<file path="config.mk">
export PLATFORM = sky130hd
export DESIGN_NAME = dedup_task_dispatch_queue_top
export DESIGN_NICKNAME = d
export VERILOG_FILES = /design/src/sv/dtdq_pkg.sv /design/src/sv/dtdq_ctrl.sv /design/src/sv/dtdq_datapath.sv /design/src/sv/dedup_task_dispatch_queue_top.sv
export SDC_FILE = /design/constraint.sdc
export NUM_CORES = 1
export LEC_CHECK = 0
export ABC_AREA = 0
export BUFFER_PORTS_ARGS = -buffer_cell sky130_fd_sc_hd__buf_2
export CAP_MARGIN = 20
export CELL_PAD_IN_SITES_DETAIL_PLACEMENT = 1
export CELL_PAD_IN_SITES_GLOBAL_PLACEMENT = 2
export CORE_ASPECT_RATIO = 0.8
export CORE_MARGIN = 2
export CORE_UTILIZATION = 30
export DETAILED_ROUTE_END_ITERATION = 7
export PLACE_DENSITY = 0.58
export SLEW_MARGIN = 0
export SYNTH_ARGS = -nofsm -noshare
export SYNTH_HDL_FRONTEND = slang
export SYNTH_SLANG_ARGS = --single-unit
</file>
<file path="constraint.sdc">
create_clock -name i_clk -period 7.17 [get_ports i_clk]
set_input_delay 1.0755 -clock i_clk [delete_from_list [all_inputs] [get_ports i_clk]]
set_output_delay 1.0755 -clock i_clk [all_outputs]
set_load 0.05 [all_outputs]
</file>
<file path="src/sv/dtdq_pkg.sv">
`default_nettype none
package dtdq_pkg;

    localparam int QUEUE_DEPTH_DEF = 8;
    localparam int ID_BITS_DEF     = 8;
    localparam int TASK_ID_W       = 8;
    localparam int STATUS_W        = 2;

    localparam logic ACT_DISPATCH = 1'b0;
    localparam logic ACT_ADD      = 1'b1;

    typedef enum logic [STATUS_W-1:0] {
        ADD_STORED = 2'd0,
        ADD_DUP    = 2'd1,
        ADD_FULL   = 2'd2,
        ADD_IDLE   = 2'd3
    } t_add_status;

    // Command from the controller to the datapath.
    typedef struct packed {
        logic exec;
    } t_dp_cmd;

endpackage
`default_nettype wire

</file>
<file path="src/sv/dtdq_ctrl.sv">
`default_nettype none
module dtdq_ctrl (
    input  wire               i_clk,
    input  wire               i_rst_n,
    input  wire               i_in_valid,
    output logic              o_in_stall,
    output logic              o_out_valid,
    input  wire               i_out_stall,
    output dtdq_pkg::t_dp_cmd o_cmd
);
    import dtdq_pkg::*;

    typedef enum logic [1:0] {
        S_EMPTY = 2'b01,
        S_HOLD  = 2'b10
    } t_state;

    t_state r_state;
    t_state n_state;
    logic   w_accept;

    // Stall only when the result register is full and not drained this cycle.
    assign o_in_stall  = (r_state == S_HOLD) && i_out_stall;
    assign o_out_valid = (r_state == S_HOLD);
    assign w_accept    = i_in_valid && !o_in_stall;
    assign o_cmd.exec  = w_accept;

    always_comb begin
        n_state = r_state;
        unique case (r_state)
            S_EMPTY: begin
                if (w_accept) n_state = S_HOLD;
            end
            S_HOLD: begin
                if (!i_out_stall && !w_accept) n_state = S_EMPTY;
            end
            default: n_state = S_EMPTY;
        endcase
    end

    always_ff @(posedge i_clk) begin
        if (!i_rst_n) begin
            r_state <= S_EMPTY;
        end else begin
            r_state <= n_state;
        end
    end

endmodule
`default_nettype wire

</file>
<file path="src/sv/dtdq_datapath.sv">
`default_nettype none
module dtdq_datapath #(
    parameter int QUEUE_DEPTH = dtdq_pkg::QUEUE_DEPTH_DEF,
    parameter int ID_BITS     = dtdq_pkg::ID_BITS_DEF
) (
    input  wire                               i_clk,
    input  wire                               i_rst_n,
    input  dtdq_pkg::t_dp_cmd                 i_cmd,
    input  wire                               i_action,
    input  wire  [dtdq_pkg::TASK_ID_W-1:0]    i_task_id,
    output logic [dtdq_pkg::TASK_ID_W-1:0]    o_issued_task,
    output logic [dtdq_pkg::STATUS_W-1:0]     o_add_status
);
    import dtdq_pkg::*;

    logic [ID_BITS-1:0]           r_slots [QUEUE_DEPTH];
    logic [ID_BITS-1:0]           n_slots [QUEUE_DEPTH];
    logic [TASK_ID_W-1:0]         r_issued;
    logic [TASK_ID_W-1:0]         n_issued;
    t_add_status                  r_status;
    t_add_status                  n_status;

    logic [ID_BITS+TASK_ID_W-1:0] w_id_ext;
    logic [ID_BITS+TASK_ID_W-1:0] w_head_ext;
    logic [ID_BITS-1:0]           w_id;
    logic [TASK_ID_W-1:0]         w_head;
    logic [QUEUE_DEPTH-1:0]       w_match;
    logic [QUEUE_DEPTH-1:0]       w_empty;
    logic [QUEUE_DEPTH-1:0]       w_hit;
    logic [QUEUE_DEPTH-1:0]       w_first;

    // Fit the identifier to ID_BITS, and the head back to the port width.
    assign w_id_ext   = {{ID_BITS{1'b0}}, i_task_id};
    assign w_id       = w_id_ext[ID_BITS-1:0];
    assign w_head_ext = {{TASK_ID_W{1'b0}}, r_slots[0]};
    assign w_head     = w_head_ext[TASK_ID_W-1:0];

    always_comb begin
        for (int i = 0; i < QUEUE_DEPTH; i++) begin
            w_match[i] = (r_slots[i] == w_id);
            w_empty[i] = (r_slots[i] == '0);
        end
    end

    // Lowest slot that matches or is empty wins the scan.
    assign w_hit   = w_match | w_empty;
    assign w_first = w_hit & (~w_hit + QUEUE_DEPTH'(1));

    always_comb begin
        for (int i = 0; i < QUEUE_DEPTH; i++) begin
            n_slots[i] = r_slots[i];
        end
        n_issued = '0;
        n_status = ADD_STORED;
        if (i_action == ACT_DISPATCH) begin
            n_issued = w_head;
            if (r_slots[0] != '0) begin
                for (int i = 0; i < QUEUE_DEPTH - 1; i++) begin
                    n_slots[i] = r_slots[i+1];
                end
                n_slots[QUEUE_DEPTH-1] = '0;
            end
        end else if (w_id == '0) begin
            n_status = ADD_IDLE;
        end else if (|(w_first & w_match)) begin
            n_status = ADD_DUP;
        end else if (|(w_first & w_empty)) begin
            n_status = ADD_STORED;
            for (int i = 0; i < QUEUE_DEPTH; i++) begin
                if (w_first[i]) n_slots[i] = w_id;
            end
        end else begin
            n_status = ADD_FULL;
        end
    end

    always_ff @(posedge i_clk) begin
        if (!i_rst_n) begin
            for (int i = 0; i < QUEUE_DEPTH; i++) begin
                r_slots[i] <= '0;
            end
        end else if (i_cmd.exec) begin
            for (int i = 0; i < QUEUE_DEPTH; i++) begin
                r_slots[i] <= n_slots[i];
            end
        end
    end

    always_ff @(posedge i_clk) begin
        if (i_cmd.exec) begin
            r_issued <= n_issued;
            r_status <= n_status;
        end
    end

    assign o_issued_task = r_issued;
    assign o_add_status  = r_status;

endmodule
`default_nettype wire

</file>
<file path="src/sv/dedup_task_dispatch_queue_top.sv">
// Deduplicating task dispatch queue.
// Input channel: i_in_valid / o_in_stall carry i_action and i_task_id. A
// transfer happens on a rising edge with valid high and stall low. Action 0
// dispatches the head task; action 1 adds i_task_id unless it is already
// queued or the queue is full. Identifier 0 marks an empty slot.
// Output channel: o_out_valid / i_out_stall carry o_issued_task and
// o_add_status (0 stored, 1 duplicate, 2 full, 3 idle id ignored).
// The result sits in the output register in the cycle after the input
// transfer. Throughput: one item per cycle unless the receiver stalls;
// the slot compares, the first-hit priority pick and the head shift are
// all combinational between slot register updates.
// Stall: while the receiver stalls, the result holds and o_in_stall rises
// only if a result is waiting; a new item is taken in the same cycle that
// the waiting result is drained.
// Reset (synchronous, active low): all slots clear to empty and the output
// register is marked empty.
`default_nettype none
module dedup_task_dispatch_queue_top #(
    parameter int QUEUE_DEPTH = dtdq_pkg::QUEUE_DEPTH_DEF,
    parameter int ID_BITS     = dtdq_pkg::ID_BITS_DEF
) (
    input  wire                            i_clk,
    input  wire                            i_rst_n,
    input  wire                            i_in_valid,
    output logic                           o_in_stall,
    input  wire                            i_action,
    input  wire  [dtdq_pkg::TASK_ID_W-1:0] i_task_id,
    output logic                           o_out_valid,
    input  wire                            i_out_stall,
    output logic [dtdq_pkg::TASK_ID_W-1:0] o_issued_task,
    output logic [dtdq_pkg::STATUS_W-1:0]  o_add_status
);
    import dtdq_pkg::*;

    t_dp_cmd w_cmd;

    // Controller: owns the handshake and the output-full flag.
    dtdq_ctrl u_ctrl (
        .i_clk       (i_clk),
        .i_rst_n     (i_rst_n),
        .i_in_valid  (i_in_valid),
        .o_in_stall  (o_in_stall),
        .o_out_valid (o_out_valid),
        .i_out_stall (i_out_stall),
        .o_cmd       (w_cmd)
    );

    // Datapath: slot registers, scan, shift and result register.
    dtdq_datapath #(
        .QUEUE_DEPTH (QUEUE_DEPTH),
        .ID_BITS     (ID_BITS)
    ) u_datapath (
        .i_clk         (i_clk),
        .i_rst_n       (i_rst_n),
        .i_cmd         (w_cmd),
        .i_action      (i_action),
        .i_task_id     (i_task_id),
        .o_issued_task (o_issued_task),
        .o_add_status  (o_add_status)
    );

endmodule
`default_nettype wire

</file>
# Word-level counts from Yosys, hierarchy flattened
# Memories as Yosys holds them, arrays and structs flattened.
# Cells that the tools add are included.
[totals]
reg_bits = 12
latch_bits = 0
ramBits = 64
mem_bits_ro = 0
input_bits = 13
word_cells = 80
mem_count = 1
[mem_list]
columns = ["memory", "depth", "word_bits", "rd", "rd_ports_with_merged_regs", "wr", "line", "source"]
rows = [
  ["u_datapath.r_slots", 8, 8, 8, 0, 8, "dtdq_datapath.sv:16", "logic [ID_BITS-1:0] r_slots [QUEUE_DEPTH];"],
]
[classes]
addsub = 1
n_mul = 0
div = 0
order_cmp = 0
eq_ne = 12
shift = 0
n_mux = 31
n_bitwise = 13
n_reduce_logical = 19
[ops]
columns = ["op", "count"]
rows = [
  ["$mux W64", 5],
  ["$mux W8", 16],
  ["$logic_not A8 Y1", 9],
  ["$eq A8 B8 Y1", 8],
  ["$and A8 B8 Y8", 3],
  ["$reduce_or A8 Y1", 2],
  ["$mux W2", 5],
  ["$add A8 B1 Y8 const B", 1],
  ["$not A8 Y8", 1],
  ["$or A1 B1 Y1", 8],
  ["$or A8 B8 Y8", 1],
  ["$reduce_bool A8 Y1", 1],
  ["$mux W1", 4],
  ["$ne A2 B1 Y1 const B", 2],
  ["$pmux W2 S2", 1],
  ["$logic_and A1 B1 Y1", 3],
  ["$logic_not A1 Y1", 3],
  ["$eq A2 B1 Y1 const B", 1],
  ["$eq A2 B2 Y1 const B", 1],
  ["$reduce_and A2 Y1", 1],
]

# Depth between registers and ports, before layout
# An unclocked memory read counts as a cell.
[logic_depth]
word_depth = 13
ltp_mapped = 8
ltp_nobuf = 7

# Hierarchy
# From an unflattened synthesis, not the netlist that was laid out.
[hier_totals]
cells_unflattened = 412
area_unflattened_um2 = 4346.7
[by_module_without_submodules]
columns = ["module", "instances", "cells_per_inst", "area_per_inst_um2", "seq_area_each_um2"]
rows = [
  ["dtdq_datapath", 1, 403, 4240.3, 2222.1],
  ["dtdq_ctrl", 1, 9, 106.4, 40.0],
]

# Least setup slack after synthesis
# No wires, ideal clock.
[synth_path]
path_type = "input-to-reg"
from = "in i_out_stall"
to = "mem u_datapath.r_slots[2][0] in the netlist's numbering (enable)"
setup_time_ns = 0.398
t_arrival_ns = 3.507
required_time_ns = 6.772
path_slack_ns = 3.265
stages = 6
path_buffers = 0
path_cell_list = "and2_1 nor2b_1 a31oi_1 nor3b_2 o21ai_2 o41ai_1"
[synth_rtl]
columns = ["item", "line", "source"]
rows = [
  ["start: declaration", "dedup_task_dispatch_queue_top.sv:29", "input wire i_out_stall,"],
  ["end: declaration", "dtdq_datapath.sv:16", ""],
]

==> qor.yml <==
global_route:
  gr-usage-met3_pct: 3.87
  use_met1_pct: 27.7
  antenna_found_initial: 0
  grt_util_all_layers_pct: 17.7
  grt_max_degree: 59
  top_usage_layer: "met1"
  use_met2_pct: 23.7
  grt-ovfl-total: 0
  grt_first_pass_wirelength_mm: 19.0
  grt_pass1_vias: 3165
synthesis:
  syn_area_um2: 4160
  syn-num-nets: 416
  yosys_warnings: 0
  avgSynthCellArea_um2: 10.3
  ys_types: 37
  netlist_instances: 403
  ys_ff_latch: 76
  synth_edf_count: 74
  synth_ff_type: "edfxtp_1"
  async_flop_share_pct: 0
  ys_seq_area_share_pct: 54.4
final_layout:
  nNetsFinal: 439
  synthToLayoutAreaGrowth_pct: 15.2
  fin_util_pct: 35.3
  diodes: 0
  final_cells: 611
  drive_gt1_share_pct: 13.0
  n_fill_cell: 1528
routing:
  totalWireLength_mm: 12.2
  vias: 3202
  wl_per_cell_um: 20.0
  vias_per_cell: 5.24
  drcViolationCount: 0
  drt_iter0_drc: 208
  dr.pass1.iters: 4
  ant_nets: 0
outcome:
  status: "complete, no violations"
cts:
  cts_setup_buffers: 0
  holdBufCountCts: 0
  post_cts_resized: 0
  clk_latency_ns: 0.35
  cts_max_path_buffers: 2
  path_clk_slew_ns: 0.06
  cts_inserted_buffers: 9
  clock_sinks: 76
  cts_tree: "done"
  cts-root-buf: "clkbuf_16"
  h-tree-depth: 3
worst_setup_path:
  cp-end-kind: "register"
  crit_type: "primary input to register"
  worst-r2r-cell-count: 8
  crit_path_cell_trace: "buf_2, xor2_1, nor4_1, nand2_1, nand4_1, o221a_2, o21ai_2, o31ai_1, buf_4"
  cpMaxStageDelayCell: "o31ai_1"
  reg2reg_slack_ns: 3.83
  max_stage_delay_ns: 0.77
  start_kind: "primary input"
  cp.required_ns: 7.24
  path_max_fanout: 10
  critPathArrivalTime_ns: 3.74
pwr:
  powerDensity_nw_per_um2: 254
  seqPwrFrac_pct: 47.4
  ir_drop_uv: 174
  p_switching_mw: 0.347
  p_leak_nw: 1.77
  clockPowerShare_pct: 38.1
  p_int_mw: 0.868
  p_comb_share_pct: 14.5
  switching_share_pct: 28.6
sta:
  finalCriticalPeriod_ns: 3.67
  period_share_pct: 51.2
  clock.fmax_mhz: 272
  finalSetupViolations: 0
  slew_viol_final: 0
  skew_ns: 0.00829
  worstMarginPinSlew_ns: 0.906
  finalHoldViolations: 0
  tns_ns: 0
  relSlewSlack_pct: 39.1
  rsz0062_at_grt: "false"
placed_design:
  numPortBuffers: 24
  place_hpwl_mm: 9.07
  gp_routability_congestion: 0.803
  dp.cells: 593
floorplan:
  die-area_um2: 14800
  dieHeight_um: 109
  core_um2: 13600
  die_x_um: 136
  start_util_pct: 30.7
  core.rowCount: 38
  boundaryPins: 25
hold_path:
  min_path_cells: 2
  hp-class: "register to register"
run:
  max_cap_viol_count: 0
cell usage after synthesis, types with 3 or more instances:
master / count / area [um2]
nand2_1: 84 / 315
edfxtp_1: 74 / 2220
a21oi_1: 57 / 285
xor2_1: 48 / 420
nor4_1: 26 / 163
xnor2_1: 16 / 140
nor2_1: 13 / 48.8
clkbuf_1: 10 / 37.5
nor2b_1: 10 / 62.6
buf_2: 8 / 40.0
nand4_1: 5 / 31.3
o31ai_1: 5 / 37.5
and2_1: 4 / 25.0
buf_1: 4 / 15.0
or4_1: 4 / 30.0
a31oi_1: 3 / 18.8
o21a_1: 3 / 22.5
o21ai_0: 3 / 15.0
flip-flops by register name (all words and copies together) (netlist names):
register / flops
u_ctrl.r_state: 2
u_datapath.o_add_status: 2
u_datapath.o_issued_task: 8
u_datapath.r_slots: 64
cells by family (layout without fill, tap and decap cells):
group	Yosys count	count (layout)	share of synthesized area, %
simple gates	157	157	18.1
compound gates	80	80	11.2
flops	76	76	54.4
xor+xnor	64	64	13.5
buf+inv	26	54	2.77
metal layers:
metal  wire [um]  part of all wire, %
met5           0                    0
met1        6370                   52
met3         792                  6.5
met4         223                  1.8
met2        4820                   39
layout make-up:
type	count	area, um2	share of cell area (%)
Clock buffer	10	229	4.78
Clock inverter	6	72.6	1.52
Inverter	3	11.3	0.235
Multi-Input combinational cell	301	1790	37.4
Sequential cell	76	2260	47.2
Tap cell	180	225	4.70
Timing Repair Buffer	35	200	4.18
placed cells by master, fill, tap and decap left out, drive strengths merged, types with 10 or more instances in the layout:
cell type / Yosys / routed
nand2: 85 / 85
nor2: 13 / 13
a21oi: 57 / 57
buf: 13 / 34
nor2b: 10 / 10
xor2: 48 / 48
nor4: 26 / 26
clkbuf: 10 / 11
edfxtp: 74 / 74
xnor2: 16 / 16
path summary, 6_finish.rpt:
check                                                from                       end
worst max-delay path                         i_task_id[0]  u_datapath.r_slots[1][3]
worst min-delay path                    u_ctrl.r_state[0]         u_ctrl.r_state[0]
worst max register to register  u_datapath.r_slots[2][15]  u_datapath.r_slots[1][3]
worst min register to register          u_ctrl.r_state[0]         u_ctrl.r_state[0]
per-stage QoR:
stage                     hold WS (ns)  worst slack [ns]  instance area, um2  power [mW]
after global routing             0.671              3.29                4790        1.27
after CTS                        0.649              3.37                4780        1.23
final                            0.642              3.50                4790        1.21
after floorplan                  0.572              3.26                4160       0.696
after detailed placement         0.638              2.99                4480       0.761
after global placement           0.616              3.14                4480       0.761
power groups by stage:
stage	clock (mW)	combinational, mW	sequential [mW]
finish	0.462	0.176	0.576
global route	0.489	0.195	0.582
global placement	0	0.175	0.586
floorplan	0	0.113	0.583
CTS	0.475	0.176	0.576
detailed placement	0	0.175	0.586
critical path, delay by kind of cell:
family / cells / cell delay (ns)
AOI/OAI and AO/OA: 3 / 1.14
and+or+nand+nor: 3 / 0.86
xor gates and xnor gates: 1 / 0.19
buffers and inverters: 2 / 0.47
Note: power is estimated with default switching activity, not from simulation.
